File: src/rtl/fgt_pkg.sv
// ----------------------------------------------------------------------------
// fgt_pkg: shared types and constants for the frost guard thermostat
// Register indexes, reset values, field types and the divide-by-ten
// reciprocal used by the rounding stage.
// ----------------------------------------------------------------------------
package fgt_pkg;

	// Field widths
	localparam int TEMP_W  = 16;
	localparam int WHOLE_W = 13;
	localparam int REG_W   = 8;
	localparam int IDX_W   = 2;

	typedef logic signed [TEMP_W-1:0]  temp_t;
	typedef logic signed [WHOLE_W-1:0] whole_t;
	typedef logic signed [REG_W-1:0]   thr_t;
	typedef logic [REG_W-1:0]          count_t;

	// Register indexes
	typedef enum logic [IDX_W-1:0] {
		REG_TEMP_ON     = 2'd0,
		REG_TEMP_OFF    = 2'd1,
		REG_TEMP_FREEZE = 2'd2,
		REG_FAIL_LIMIT  = 2'd3
	} reg_idx_t;

	// Register reset values
	localparam thr_t   TEMP_ON_RST     = 8'sd8;
	localparam thr_t   TEMP_OFF_RST    = 8'sd9;
	localparam thr_t   TEMP_FREEZE_RST = -8'sd10;
	localparam count_t FAIL_LIMIT_RST  = 8'd60;

	// Readings below this value are sensor error codes
	localparam temp_t  ERR_BELOW = -16'sd32513;

	// Error counter saturation
	localparam count_t COUNT_MAX = 8'hFF;

	// Rounding: add half a degree, then multiply by 2^19/10 rounded up.
	// Exact for every 16-bit unsigned dividend used here.
	localparam logic [TEMP_W-1:0] HALF_DEG   = 16'd5;
	localparam logic [15:0]       RECIP_TEN  = 16'd52429;
	localparam int                RECIP_SHFT = 19;

	// Configuration seen by the datapath
	typedef struct packed {
		thr_t   temp_on;
		thr_t   temp_off;
		thr_t   temp_freeze;
		count_t fail_limit;
	} cfg_t;

endpackage

File: src/rtl/fgt_if.sv
// ----------------------------------------------------------------------------
// fgt_if: valid/ready channels of the frost guard thermostat
// One channel for incoming readings, one for results.
// ----------------------------------------------------------------------------
interface fgt_in_if
	import fgt_pkg::*;
();
	logic  valid;
	logic  ready;
	temp_t temp_tenths;

	modport source (output valid, output temp_tenths, input ready);
	modport sink   (input valid, input temp_tenths, output ready);
endinterface

interface fgt_out_if
	import fgt_pkg::*;
();
	logic       valid;
	logic       ready;
	logic       relay_on;
	logic       freeze_alarm;
	logic       sensor_error;
	logic       emergency_off;
	logic [7:0] error_code;
	whole_t     whole_degrees;

	modport source (
		output valid, output relay_on, output freeze_alarm, output sensor_error,
		output emergency_off, output error_code, output whole_degrees,
		input ready
	);
	modport sink (
		input valid, input relay_on, input freeze_alarm, input sensor_error,
		input emergency_off, input error_code, input whole_degrees,
		output ready
	);
endinterface

File: src/rtl/fgt_cfg_regs.sv
// ----------------------------------------------------------------------------
// fgt_cfg_regs: configuration register file
// Four 8-bit registers written through a plain write port.
// ----------------------------------------------------------------------------
module fgt_cfg_regs
	import fgt_pkg::*;
(
	input  logic             clk,
	input  logic             arst_n,
	input  logic             cfg_we,
	input  logic [IDX_W-1:0] cfg_index,
	input  logic [REG_W-1:0] cfg_data,
	output cfg_t             cfg
);

	cfg_t cfg_q;

	// Decode the index and update one register per write
	always_ff @(posedge clk or negedge arst_n) begin
		if (!arst_n) begin
			cfg_q.temp_on     <= TEMP_ON_RST;
			cfg_q.temp_off    <= TEMP_OFF_RST;
			cfg_q.temp_freeze <= TEMP_FREEZE_RST;
			cfg_q.fail_limit  <= FAIL_LIMIT_RST;
		end else if (cfg_we) begin
			unique case (reg_idx_t'(cfg_index))
				REG_TEMP_ON:     cfg_q.temp_on     <= thr_t'(cfg_data);
				REG_TEMP_OFF:    cfg_q.temp_off    <= thr_t'(cfg_data);
				REG_TEMP_FREEZE: cfg_q.temp_freeze <= thr_t'(cfg_data);
				REG_FAIL_LIMIT:  cfg_q.fail_limit  <= cfg_data;
				default: ;
			endcase
		end
	end

	assign cfg = cfg_q;

endmodule

File: src/rtl/fgt_round.sv
// ----------------------------------------------------------------------------
// fgt_round: tenths of a degree to whole degrees
// Truncating divide by ten; non-negative readings round half up, negative
// readings round toward zero. One reciprocal multiply, no divider.
// ----------------------------------------------------------------------------
module fgt_round
	import fgt_pkg::*;
(
	input  temp_t  temp_tenths,
	output whole_t whole
);

	logic              neg;
	logic [TEMP_W-1:0] mag;
	logic [TEMP_W-1:0] dividend;
	logic [31:0]       prod;
	logic [WHOLE_W-1:0] quot;

	// Take the magnitude; add the half degree only on the positive side
	assign neg      = temp_tenths[TEMP_W-1];
	assign mag      = neg ? (~temp_tenths + 16'd1) : temp_tenths;
	assign dividend = neg ? mag : (mag + HALF_DEG);

	// Multiply by the reciprocal and keep the integer part
	assign prod = 32'(dividend) * 32'(RECIP_TEN);
	assign quot = prod[RECIP_SHFT +: WHOLE_W];

	// Restore the sign
	assign whole = neg ? whole_t'(-$signed(quot)) : whole_t'($signed(quot));

endmodule

File: src/rtl/frost_guard_thermostat.sv
// ----------------------------------------------------------------------------
// frost_guard_thermostat: hysteresis heater control with frost protection
// Rounds each reading to whole degrees, drives the relay through freeze,
// off and on thresholds, and forces the relay off after too many
// consecutive sensor errors.
// ----------------------------------------------------------------------------
//
//  channel   dir  beat payload                               handshake
//  reading   in   temp_tenths                                valid/ready
//  result    out  relay_on, freeze_alarm, sensor_error,      valid/ready
//                 emergency_off, error_code, whole_degrees
//  cfg       in   cfg_index, cfg_data                        cfg_we only
//
//  One reading per cycle while the result channel does not stall; each
//  beat passes an input register, then the rounding multiply and threshold
//  compares, then the result register, from which its result is offered.
//  Relay state and error counter update as a beat moves into the result
//  register. Reset restores the register defaults and clears relay and
//  counter. A stalled result holds, and one more reading is taken into the
//  input register behind it.
//
module frost_guard_thermostat
	import fgt_pkg::*;
(
	input  logic             clk,
	input  logic             arst_n,
	input  logic             cfg_we,
	input  logic [IDX_W-1:0] cfg_index,
	input  logic [REG_W-1:0] cfg_data,
	fgt_in_if.sink           reading,
	fgt_out_if.source        result
);

	cfg_t   cfg;
	whole_t whole;

	logic   valid_s1;
	temp_t  temp_s1;
	logic   advance;

	logic   relay_q;
	count_t fail_count_q;

	logic   is_err;
	logic   relay_nxt;
	count_t count_nxt;
	logic   alarm_nxt;
	logic   emerg_nxt;

	logic       valid_s2;
	logic       relay_s2;
	logic       alarm_s2;
	logic       err_s2;
	logic       emerg_s2;
	logic [7:0] code_s2;
	whole_t     whole_s2;

	fgt_cfg_regs u_cfg (
		.clk       (clk),
		.arst_n    (arst_n),
		.cfg_we    (cfg_we),
		.cfg_index (cfg_index),
		.cfg_data  (cfg_data),
		.cfg       (cfg)
	);

	fgt_round u_round (
		.temp_tenths (temp_s1),
		.whole       (whole)
	);

	// Move a beat on when the result register is free or being drained
	assign advance       = valid_s1 && (!valid_s2 || result.ready);
	assign reading.ready = !valid_s1 || advance;

	// Input register
	always_ff @(posedge clk or negedge arst_n) begin
		if (!arst_n) begin
			valid_s1 <= 1'b0;
		end else if (reading.valid && reading.ready) begin
			valid_s1 <= 1'b1;
		end else if (advance) begin
			valid_s1 <= 1'b0;
		end
	end

	always_ff @(posedge clk) begin
		if (reading.valid && reading.ready) begin
			temp_s1 <= reading.temp_tenths;
		end
	end

	// Relay and error counter rule
	assign is_err = temp_s1 < ERR_BELOW;

	always_comb begin
		relay_nxt = relay_q;
		count_nxt = fail_count_q;
		alarm_nxt = 1'b0;
		emerg_nxt = 1'b0;
		if (is_err) begin
			if (fail_count_q > cfg.fail_limit) begin
				relay_nxt = 1'b0;
				emerg_nxt = 1'b1;
			end else if (fail_count_q != COUNT_MAX) begin
				count_nxt = fail_count_q + 8'd1;
			end
		end else begin
			count_nxt = '0;
			if (whole <= WHOLE_W'(cfg.temp_freeze)) begin
				relay_nxt = 1'b0;
				alarm_nxt = 1'b1;
			end else if (whole >= WHOLE_W'(cfg.temp_off)) begin
				relay_nxt = 1'b0;
			end else if (whole <= WHOLE_W'(cfg.temp_on)) begin
				relay_nxt = 1'b1;
			end
		end
	end

	// Commit state as the beat leaves the input register
	always_ff @(posedge clk or negedge arst_n) begin
		if (!arst_n) begin
			relay_q      <= 1'b0;
			fail_count_q <= '0;
		end else if (advance) begin
			relay_q      <= relay_nxt;
			fail_count_q <= count_nxt;
		end
	end

	// Result register
	always_ff @(posedge clk or negedge arst_n) begin
		if (!arst_n) begin
			valid_s2 <= 1'b0;
		end else if (advance) begin
			valid_s2 <= 1'b1;
		end else if (result.ready) begin
			valid_s2 <= 1'b0;
		end
	end

	always_ff @(posedge clk) begin
		if (advance) begin
			relay_s2 <= relay_nxt;
			alarm_s2 <= alarm_nxt;
			err_s2   <= is_err;
			emerg_s2 <= emerg_nxt;
			code_s2  <= is_err ? temp_s1[7:0] : 8'd0;
			whole_s2 <= is_err ? whole_t'(0) : whole;
		end
	end

	assign result.valid         = valid_s2;
	assign result.relay_on      = relay_s2;
	assign result.freeze_alarm  = alarm_s2;
	assign result.sensor_error  = err_s2;
	assign result.emergency_off = emerg_s2;
	assign result.error_code    = code_s2;
	assign result.whole_degrees = whole_s2;

endmodule

File: src/flat_wrapper.sv
// flat-port wrapper written by rule: the top's interface ports become plain ports
module frost_guard_thermostat_flat import fgt_pkg::*;
  (clk, arst_n, cfg_we, cfg_index, cfg_data, reading_valid, reading_temp_tenths, reading_ready, result_valid, result_relay_on, result_freeze_alarm, result_sensor_error, result_emergency_off, result_error_code, result_whole_degrees, result_ready);
  fgt_in_if reading_i ();
  fgt_out_if result_i ();
  input  logic clk;
  input  logic arst_n;
  input  logic cfg_we;
  input  logic [IDX_W-1:0] cfg_index;
  input  logic [REG_W-1:0] cfg_data;
  input wire logic [$bits(reading_i.valid)-1:0] reading_valid;
  input wire logic [$bits(reading_i.temp_tenths)-1:0] reading_temp_tenths;
  output wire logic [$bits(reading_i.ready)-1:0] reading_ready;
  output wire logic [$bits(result_i.valid)-1:0] result_valid;
  output wire logic [$bits(result_i.relay_on)-1:0] result_relay_on;
  output wire logic [$bits(result_i.freeze_alarm)-1:0] result_freeze_alarm;
  output wire logic [$bits(result_i.sensor_error)-1:0] result_sensor_error;
  output wire logic [$bits(result_i.emergency_off)-1:0] result_emergency_off;
  output wire logic [$bits(result_i.error_code)-1:0] result_error_code;
  output wire logic [$bits(result_i.whole_degrees)-1:0] result_whole_degrees;
  input wire logic [$bits(result_i.ready)-1:0] result_ready;
  assign reading_i.valid = reading_valid;
  assign reading_i.temp_tenths = reading_temp_tenths;
  assign reading_ready = reading_i.ready;
  assign result_valid = result_i.valid;
  assign result_relay_on = result_i.relay_on;
  assign result_freeze_alarm = result_i.freeze_alarm;
  assign result_sensor_error = result_i.sensor_error;
  assign result_emergency_off = result_i.emergency_off;
  assign result_error_code = result_i.error_code;
  assign result_whole_degrees = result_i.whole_degrees;
  assign result_i.ready = result_ready;
  frost_guard_thermostat u_core (.clk(clk), .arst_n(arst_n), .cfg_we(cfg_we), .cfg_index(cfg_index), .cfg_data(cfg_data), .reading(reading_i), .result(result_i));
endmodule
File: config.mk
export PLATFORM = sky130hd
export DESIGN_NAME = frost_guard_thermostat_flat
export DESIGN_NICKNAME = d
export VERILOG_FILES = /design/src/rtl/fgt_pkg.sv /design/src/rtl/fgt_if.sv /design/src/rtl/fgt_cfg_regs.sv /design/src/rtl/fgt_round.sv /design/src/rtl/frost_guard_thermostat.sv /design/src/flat_wrapper.sv
export SDC_FILE = /design/constraint.sdc
export NUM_CORES = 1
export LEC_CHECK = 0
export BUFFER_PORTS_ARGS = -buffer_cell sky130_fd_sc_hd__buf_2
export CORE_MARGIN = 1
export CORE_UTILIZATION = 65
export CTS_BUF_LIST = sky130_fd_sc_hd__clkbuf_16
export DETAILED_ROUTE_END_ITERATION = 16
export GPL_TIMING_DRIVEN = 0
export PLACE_DENSITY = 0.85
export SLEW_MARGIN = 20
export SYNTH_ARGS = -nofsm -noshare
export SYNTH_HDL_FRONTEND = slang
export SYNTH_SLANG_ARGS = --single-unit
File: constraint.sdc
create_clock -name clk -period 25.8 [get_ports clk]
set_input_delay 1.29 -clock clk [delete_from_list [all_inputs] [get_ports clk]]
set_output_delay 1.29 -clock clk [all_outputs]
set_load 0.1 [all_outputs]
Yosys cells after proc, flatten, opt, wreduce, memory -nomap -nowiden

Cells that the tools add are included.

Output and inout bits: 27
Bits in registers: 84
Word-level logic and storage cells: 63
Bits of input ports: 31

Reductions and logical operators: 14
$lt $le $gt $ge: 5
Multiplexer cells: 17
Bitwise logic cells: 1
Equal/unequal tests: 6
Multipliers: 1
Add/subtract/negate cells: 4

Operator list:

| kind                                                 | number |
|---|---|
| multiplier 16 x 16 -> 32 bit (second input constant) | 1 |
| two-way mux 16 bit                                   | 2 |
| <= comparator 13 x 8 -> 1 bit                        | 2 |
| two-way mux 8 bit                                    | 3 |
| adder 16 x 1 -> 16 bit (second input constant)       | 1 |
| adder 16 x 3 -> 16 bit (second input constant)       | 1 |
| less-than comparator 16 bit (second input constant)  | 1 |
| inverter 16 bit                                      | 1 |
| >= comparator 13 x 8 -> 1 bit                        | 1 |
| two-way mux 13 bit                                   | 1 |
| negator 13 bit                                       | 1 |
| two-way mux 1 bit                                    | 11 |
| adder 8 x 1 -> 8 bit (second input constant)         | 1 |
| greater-than comparator 8 bit                        | 1 |
| != test 8 bit (second input constant)                | 1 |
| AND reduction 2 bit                                  | 4 |
| == test 2 bit (second input constant)                | 2 |
| != test 2 bit (second input constant)                | 2 |
| nonzero test 2 bit                                   | 2 |
| AND reduction 3 bit                                  | 1 |
| == test 2 x 1 -> 1 bit (second input constant)       | 1 |
| logical AND 1 bit                                    | 2 |
| logical NOT 1 bit                                    | 2 |
| logical NOT 2 bit                                    | 1 |
| logical OR 1 bit                                     | 2 |

Longest topological paths before layout

Gate-level depths: netlist (run 1).

Word-level depth: 13
Mapped depth: 42
Mapped depth without buffers: 42

By module

Synthesis (run 1) repeated with hierarchy kept, for this count alone.

Cell total of the unflattened synthesis: 1019
Area, all modules: 10181.0 µm²

By module, submodules not included:

| module                 | instances | area an instance (µm²) | cells each |
|---|---|---|---|
| fgt_round              | 1         | 5798.1                 | 658 |
| frost_guard_thermostat | 1         | 3154.3                 | 293 |
| fgt_cfg_regs           | 1         | 1228.7                 | 68 |

Least setup slack after synthesis (run 1)

OpenSTA, ideal clock, no wires.

Path type: reg2reg
Start point: register u_core.temp_s1[0]
End point: register u_core.relay_s2, in the netlist u_core.result.relay_on, data pin
Required time: 25.540 ns
Cell stages (with the launch flop): 39
Arrival: 8.958 ns
Period minus slack after synthesis: 9.218 ns
Path slack: 16.582 ns
Cell sequence: edfxtp_1 inv_1 ha_1 nand2_1 or3_1 o41ai_1 xor2_1 nor2_1 o21ai_0 o21a_1 inv_1 ha_1 ha_1 inv_1 fa_1 inv_1 fa_1 fa_1 [... 3 more ...] ha_1 nand4_1 or2_1 or4b_1 o21ai_0 xor2_1 or4_4 o21ai_1 xor2_1 ha_1 and4_1 a21oi_1 nand2_1 o21a_1 o21a_1 o21ai_0 a31o_2 o21ai_0

Longest elaborated chain between the ends: 13

RTL lines:

| element                          | RTL line                      | source |
|---|---|---|
| start, declared                  | frost_guard_thermostat.sv:38  | `temp_t temp_s1;` |
| start signal, assigned           | frost_guard_thermostat.sv:89  | `temp_s1 <= reading.temp_tenths;` |
| inverter 16 bit                  | fgt_round.sv:21               | `assign mag = neg ? (~temp_tenths + 16'd1) : temp_tenths;` |
| adder 16 x 1 -> 16 bit           | fgt_round.sv:21               |  |
| two-way mux 16 bit (*)           | fgt_round.sv:21               |  |
| adder 16 x 3 -> 16 bit           | fgt_round.sv:22               | `assign dividend = neg ? mag : (mag + HALF_DEG);` |
| two-way mux 16 bit (*)           | fgt_round.sv:22               |  |
| multiplier 16 x 16 -> 32 bit (*) | fgt_round.sv:25               | `assign prod = 32'(dividend) * 32'(RECIP_TEN);` |
| negator 13 bit                   | fgt_round.sv:29               | `assign whole = neg ? whole_t'(-$signed(quot)) : whole_t'($signed(quot));` |
| two-way mux 13 bit (*)           | fgt_round.sv:29               |  |
| net u_core.u_round.whole[5]      | fgt_round.sv:10               | `output whole_t whole` |
| <= comparator 13 x 8 -> 1 bit    | frost_guard_thermostat.sv:115 | `end else if (whole <= WHOLE_W'(cfg.temp_on)) begin` |
| two-way mux 1 bit                | frost_guard_thermostat.sv:115 |  |
| two-way mux 1 bit                | frost_guard_thermostat.sv:113 | `end else if (whole >= WHOLE_W'(cfg.temp_off)) begin` |
| two-way mux 1 bit (*)            | frost_guard_thermostat.sv:110 | `if (whole <= WHOLE_W'(cfg.temp_freeze)) begin` |
| two-way mux 1 bit (*)            | frost_guard_thermostat.sv:101 | `if (is_err) begin` |
| net u_core.relay_nxt             | frost_guard_thermostat.sv:45  | `logic relay_nxt;` |
| end signal, assigned             | frost_guard_thermostat.sv:145 | `relay_s2 <= relay_nxt;` |
| end, declared                    | frost_guard_thermostat.sv:51  | `logic relay_s2;` |

The timed path passes the listed nets; every way through them passes the cells marked *.
A chain may end at the register's enable or synchronous reset.

Final worst setup path (run 1)

Start point: register u_core.temp_s1[15]
End point: register u_core.relay_s2, in the netlist u_core.result.relay_on, data pin

Longest elaborated chain between the ends: 13

RTL lines:

| element                       | RTL line |
|---|---|
| inverter 16 bit               | fgt_round.sv:21 |
| adder 16 x 1 -> 16 bit        | fgt_round.sv:21 |
| two-way mux 16 bit            | fgt_round.sv:21 |
| adder 16 x 3 -> 16 bit        | fgt_round.sv:22 |
| two-way mux 16 bit            | fgt_round.sv:22 |
| multiplier 16 x 16 -> 32 bit  | fgt_round.sv:25 |
| negator 13 bit                | fgt_round.sv:29 |
| two-way mux 13 bit (*)        | fgt_round.sv:29 |
| net u_core.u_round.whole[5]   | fgt_round.sv:10 |
| <= comparator 13 x 8 -> 1 bit | frost_guard_thermostat.sv:115 |
| two-way mux 1 bit             | frost_guard_thermostat.sv:115 |
| two-way mux 1 bit             | frost_guard_thermostat.sv:113 |
| two-way mux 1 bit (*)         | frost_guard_thermostat.sv:110 |
| two-way mux 1 bit (*)         | frost_guard_thermostat.sv:101 |
| net u_core.relay_nxt          | frost_guard_thermostat.sv:45 |

Marked as above.

==> results.py, run 1 <==
metrics = {
    "routing": {
        "drt_wl_total_microns": 24000,
        "first_pass_iters": 7,
        "wl_per_cell_microns": 18.3,
        "avgViaCountPerCell": 6.00,
        "route.detailed.drc": 0,
        "drt_iter0_drc": 583,
        "vias": 7905,
        "ant_nets": 0,
    },
    "sta": {
        "rsz0062_at_grt": "no",
        "setup_tns_ns": 0,
        "slew_headroom_pct": 37.1,
        "final.setup_skew_ns": 0.00827,
        "setup_violations": 0,
        "tightest_slew_ns": 0.943,
        "fin_crit_sh_pct": 42.3,
        "hold-worst-slack_ns": 0.516,
        "hold_violations": 0,
        "period_minus_slack_ns": 10.90,
        "timing.fmax_mhz": 91.7,
        "maxSlewViolCount": 0,
    },
    "critical_path": {
        "crit_buf_inv": 8,
        "path_delay_family": "adder cells",
        "startpoint_type": "flip-flop",
        "worstSetupPathType": "flip-flop to flip-flop",
        "crit_slowest_cell": "or4b_1",
        "worstPathMaxFanout": 10,
        "cpPeakStageDelay_ns": 0.61,
        "required_ns": 25.88,
        "end_kind": "flip-flop",
        "critPathArrivalTime_ns": 10.98,
        "critPathMostFrequentCell": "fa_1",
        "r2r_setup_slack_ns": 14.90,
    },
    "hold_path": {
        "hp-class": "flip-flop to flip-flop",
    },
    "finish": {
        "fin_nets": 1412,
        "syn_to_final_growth_pct": 8.36,
        "diodes": 0,
        "fin_area_sq_um": 11000,
        "fillCellCount": 1029,
        "fin_util_pct": 72.1,
        "layout-drive-gt1-share_pct": 11.1,
    },
    "logic_synthesis": {
        "synthDistinctLibCells": 64,
        "synth-simple-area-share_pct": 11.6,
        "synthArstFlopShare_pct": 51.2,
        "synth_seq_area_share_pct": 23.0,
        "ys_top_cells_by_area": "ha_1, fa_1, edfxtp_1",
        "yosys_warnings": 0,
        "synth_top_area_cell": "ha_1",
        "synthXorXnorAreaFrac_pct": 4.75,
        "synth_commonest_cells": "inv_1, ha_1, fa_1, nand2_1, a21oi_1",
        "ys_seq_elements": 84,
        "synth_fp_nets": 1344,
        "synth_enable_flop_cells": 41,
        "yosysMostFrequentCell": "inv_1",
        "synthCells": 1056,
        "synthFlopType": "edfxtp_1",
        "synth_adder_area_share_pct": 37.4,
        "synth-compound-area-share_pct": 11.4,
        "syn_avg_cell_area_sq_um": 9.58,
        "synth_top_family_by_area": "adder cells",
        "yosysTopAreaCellShare_pct": 22.5,
        "syn-cell-area_sq_um": 10100,
        "synth_mux_area_share_pct": 3.60,
    },
    "global_route": {
        "antenna_found_initial": 0,
        "grt_pass1_vias": 8344,
        "track_usage_pct": 32.0,
        "grt-ovfl-total": 0,
        "grt_start_max_net_pins": 44,
        "grt_pass1_wl_microns": 40200,
    },
    "clock_tree": {
        "clock_latency_ns": 0.34,
        "cts.htree.levels": 3,
        "clkTransAtPathRegs_ns": 0.07,
        "post_cts_resized": 0,
        "cts_tree": "built",
        "cts.path.max_buffers": 2,
        "numCtsBuffers": 9,
        "cts_setup_buffers": 0,
        "cts_hold_buf": 0,
        "clock_sinks": 84,
        "cts_root_buf": "clkbuf_16",
    },
    "outcome": {
        "outcome": "finished clean",
    },
    "placement": {
        "placed_cell_area_sq_um": 10600,
        "hpwl_microns": 19700,
        "portBuffers": 57,
        "place_congestion": 0.966,
    },
    "die": {
        "die_w_microns": 127,
        "start_util_pct": 66.6,
        "die_h_microns": 127,
        "die_area_sq_um": 16100,
        "core_sq_um": 15200,
        "row_count": 45,
        "io_pins": 58,
    },
    "run": {
        "cap_violations": 0,
    },
}
final cells by class:
| cell class | count | area [sq um] | area share, % |
|---|---|---|---|
| plain buffers | 17 | 71.3 | 0.650 |
| repair buffers | 57 | 285 | 2.60 |
| well taps | 188 | 235 | 2.15 |
| clock inverters | 5 | 43.8 | 0.399 |
| clock buffers | 11 | 275 | 2.51 |
| inverters | 206 | 773 | 7.05 |
| multi-input cells | 749 | 6960 | 63.5 |
| flip-flops and latches | 84 | 2320 | 21.2 |
through the flow:
| stage | cells | worst slack (ns) |
|---|---|---|
| final | 1317 | 14.90 |
| after global routing | 1317 | 14.41 |
| after CTS | 1317 | 15.05 |
| after detailed placement | 1301 | 15.12 |
| after global placement | 1301 | 15.19 |
| after floorplan | 1056 | 16.58 |
cell families after synthesis:
group,Yosys count
xor gates and xnor gates,54
DFF,84
buffers and inverters,223
muxes,33
AOI/OAI and AO/OA,180
adders and majority gates,258
and+or+nand+nor,224
state kept, by name (all words and copies together), names as in the netlist, 8 cells and up:
name,flops
u_core.fail_count_q,8
u_core.u_cfg.cfg,32
u_core.result.error_code,8
u_core.temp_s1,16
u_core.result.whole_degrees,13
worst reg2reg max path: cells and delay by family (launching register included):
| kind | cells | cell delay [ns] |
|---|---|---|
| simple gates | 6 | 1.89 |
| flops | 1 | 0.35 |
| fa+ha+maj | 8 | 3.71 |
| xor+xnor | 3 | 1.27 |
| compound gates | 9 | 1.63 |
| buf+inv | 8 | 1.80 |
final timing paths:
check,from,endpoint,cells past startpoint
setup / recovery,u_core.temp_s1[15],u_core.result.relay_on,34
hold / removal,u_core.u_cfg.cfg[21],u_core.u_cfg.cfg[21],1
setup reg to reg,u_core.temp_s1[15],u_core.result.relay_on,34
hold reg to reg,u_core.u_cfg.cfg[21],u_core.u_cfg.cfg[21],1
max in group asynchronous,arst_n,u_core.fail_count_q[1],1
min in group asynchronous,arst_n,u_core.u_cfg.cfg[21],1
placed cells by master (no fill, tap or decap), types with 24 or more instances in the layout:
master / netlist / routed
o21ai_0: 48 / 48
ha_1: 182 / 182
inv_1: 205 / 204
mux2_2: 27 / 27
and2_1: 24 / 24
a21oi_1: 51 / 51
buf_2: 0 / 57
nand2_1: 59 / 59
xnor2_1: 29 / 29
edfxtp_1: 41 / 41
dfrtp_1: 30 / 30
xor2_1: 24 / 24
fa_1: 75 / 75
nor2_1: 32 / 32
metal layers:
metal  up-vias  track usage, %  wire (microns)
met1      3784            38.0            9600
met4         0            15.7            1050
li1       3732               -               -
met3        81            5.95            1560
met5         -               0               0
met2       308            55.8           11800
Power of run 1 is not shown: default switching activity piles up to over one toggle a cycle in this logic, so the estimate is an artifact.
==> run 2: changes to the inputs <==
CORE_UTILIZATION = 64   (was 65)
PLACE_DENSITY = 0.84   (was 0.85)
clock period = 11 ns   (was 25.8 ns; I/O delays follow)
==> run 2 against run 1 <==
Compared with the run above:
- final area is 0.63% higher
- clock-buffer cell count decreased by 1
- hold slack lost 0.17 ns
- critical endpoint unchanged
- highest routed layer unchanged
==> results.py, run 2 (synthesis gave the netlist of run 1 again) <==
metrics = {
    "finish": {
        "syn_to_final_growth_pct": 9.04,
        "layout-drive-gt1-share_pct": 11.8,
        "fillCellCount": 1114,
        "largest_reg_flops": 32,
        "diodes": 0,
        "layout_commonest_cell": "inv_1",
        "multiInputGateArea_sq_um": 7010,
        "fin_nets": 1414,
        "final_cell_mix": "inv_1, ha_1, fa_1",
        "regArea_sq_um": 2320,
    },
    "placement": {
        "hpwl_microns": 19300,
        "pre_cts_ws_ns": 0.311,
        "place_congestion": 0.958,
        "portBuffers": 57,
    },
    "global_route": {
        "grt_pass1_vias": 8031,
        "antenna_found_initial": 0,
        "grt-ovfl-total": 0,
        "grt_pass1_wl_microns": 39100,
        "grt_start_max_net_pins": 44,
        "track_usage_pct": 30.8,
    },
    "routing": {
        "route.detailed.drc": 0,
        "drt_wl_total_microns": 23400,
        "vias": 7937,
        "avgViaCountPerCell": 5.91,
        "ant_nets": 0,
        "drt_iter0_drc": 477,
        "first_pass_iters": 7,
        "wl_per_cell_microns": 17.4,
    },
    "critical_path": {
        "critPathArrivalTime_ns": 10.60,
        "worstSetupPathType": "flip-flop to flip-flop",
        "end_kind": "flip-flop",
        "cpPeakStageDelay_ns": 0.63,
        "r2r_start": "u_core.temp_s1[0]",
        "worstPathMaxFanout": 7,
        "required_ns": 11.07,
        "critPathMostFrequentCell": "inv_1",
        "startpoint_type": "flip-flop",
        "cp-startpoint": "u_core.temp_s1[0]",
        "crit_slowest_cell": "or4b_1",
    },
    "sta": {
        "timing.fmax_mhz": 95.0,
        "setup_tns_ns": 0,
        "fin_crit_sh_pct": 95.7,
        "tightest_slew_ns": 0.944,
        "hold_violations": 0,
        "layout_setup_ws_ns": 0.469,
        "slew_headroom_pct": 37.1,
        "period_minus_slack_ns": 10.53,
        "maxSlewViolCount": 0,
        "final.setup_skew_ns": 0.00963,
        "setup_violations": 0,
    },
    "clock_tree": {
        "cts_root_buf": "clkbuf_16",
        "cts.htree.levels": 3,
        "cts_tree": "built",
        "clock_latency_ns": 0.35,
        "cts.path.max_buffers": 2,
        "numCtsBuffers": 9,
        "clock_sinks": 84,
        "cts_hold_buf": 0,
        "clkTransAtPathRegs_ns": 0.06,
    },
    "die": {
        "row_count": 45,
        "die_w_microns": 128,
        "die_area_sq_um": 16300,
        "core_sq_um": 15300,
        "io_pins": 58,
        "die_h_microns": 128,
        "start_util_pct": 66.1,
    },
    "outcome": {
        "outcome": "finished clean",
    },
    "hold_path": {
        "hp-class": "input pin to asynchronous set/reset pin",
    },
    "run": {
        "cap_violations": 0,
    },
}
==> run 2: stage by stage <==
stage	instance area [sq um]	util [%]	instances	hold slack, ns
3_5_place_dp	10700	69.7	1324	0.487
2_1_floorplan	10100	-	1056	0.254
4_1_cts	11000	71.6	1340	0.377
5_1_grt	11000	72.1	1342	0.377
3_3_place_gp	10700	69.7	1324	0.468
6_report	11000	72.1	1342	0.348
==> run 2: path summary, 6_finish.rpt <==
kind,cells after the start,to,slack (ns)
max in group asynchronous,1,u_core.fail_count_q[7],10.06
min in group clk,1,u_core.temp_s1[6],0.38
hold / removal,1,u_core.u_cfg.cfg[20],0.35
hold reg to reg,1,u_core.result.valid,0.50
setup / recovery,39,u_core.result.relay_on,0.47
setup reg to reg,39,u_core.result.relay_on,0.47
==> run 2: area by class of cell <==
class | count | share of cell area (%)
clock inverters | 6 | 0.408
inverters | 206 | 7.01
clock buffers | 10 | 2.27
multi-input cells | 749 | 63.5
well taps | 211 | 2.39
flip-flops and latches | 84 | 21.1
plain buffers | 17 | 0.658
repair buffers | 59 | 2.72
==> run 2: repair_timing <==
action | CTS | global route
buffers inserted | 0 | 2
resized for setup | 0 | 9
setup endpoints to repair | 0 | 3
==> run 2: critical path: cells and delay by family, from the launching register on <==
family / cells / cell delay (ns)
buffers and inverters: 6 / 0.55
AOI/OAI and AO/OA: 12 / 2.45
adders and majority gates: 9 / 3.66
DFF: 1 / 0.53
xor gates and xnor gates: 3 / 1.01
and+or+nand+nor: 9 / 2.05
==> run 2: per-layer routing <==
| metal | share of wire [%] | track usage [%] |
|---|---|---|
| met4 | 3.8 | 12.2 |
| met3 | 5.6 | 5.38 |
| met2 | 49 | 53.0 |
| met5 | 0 | 0 |
| met1 | 42 | 38.6 |
Power of run 2 is left out for the same reason.
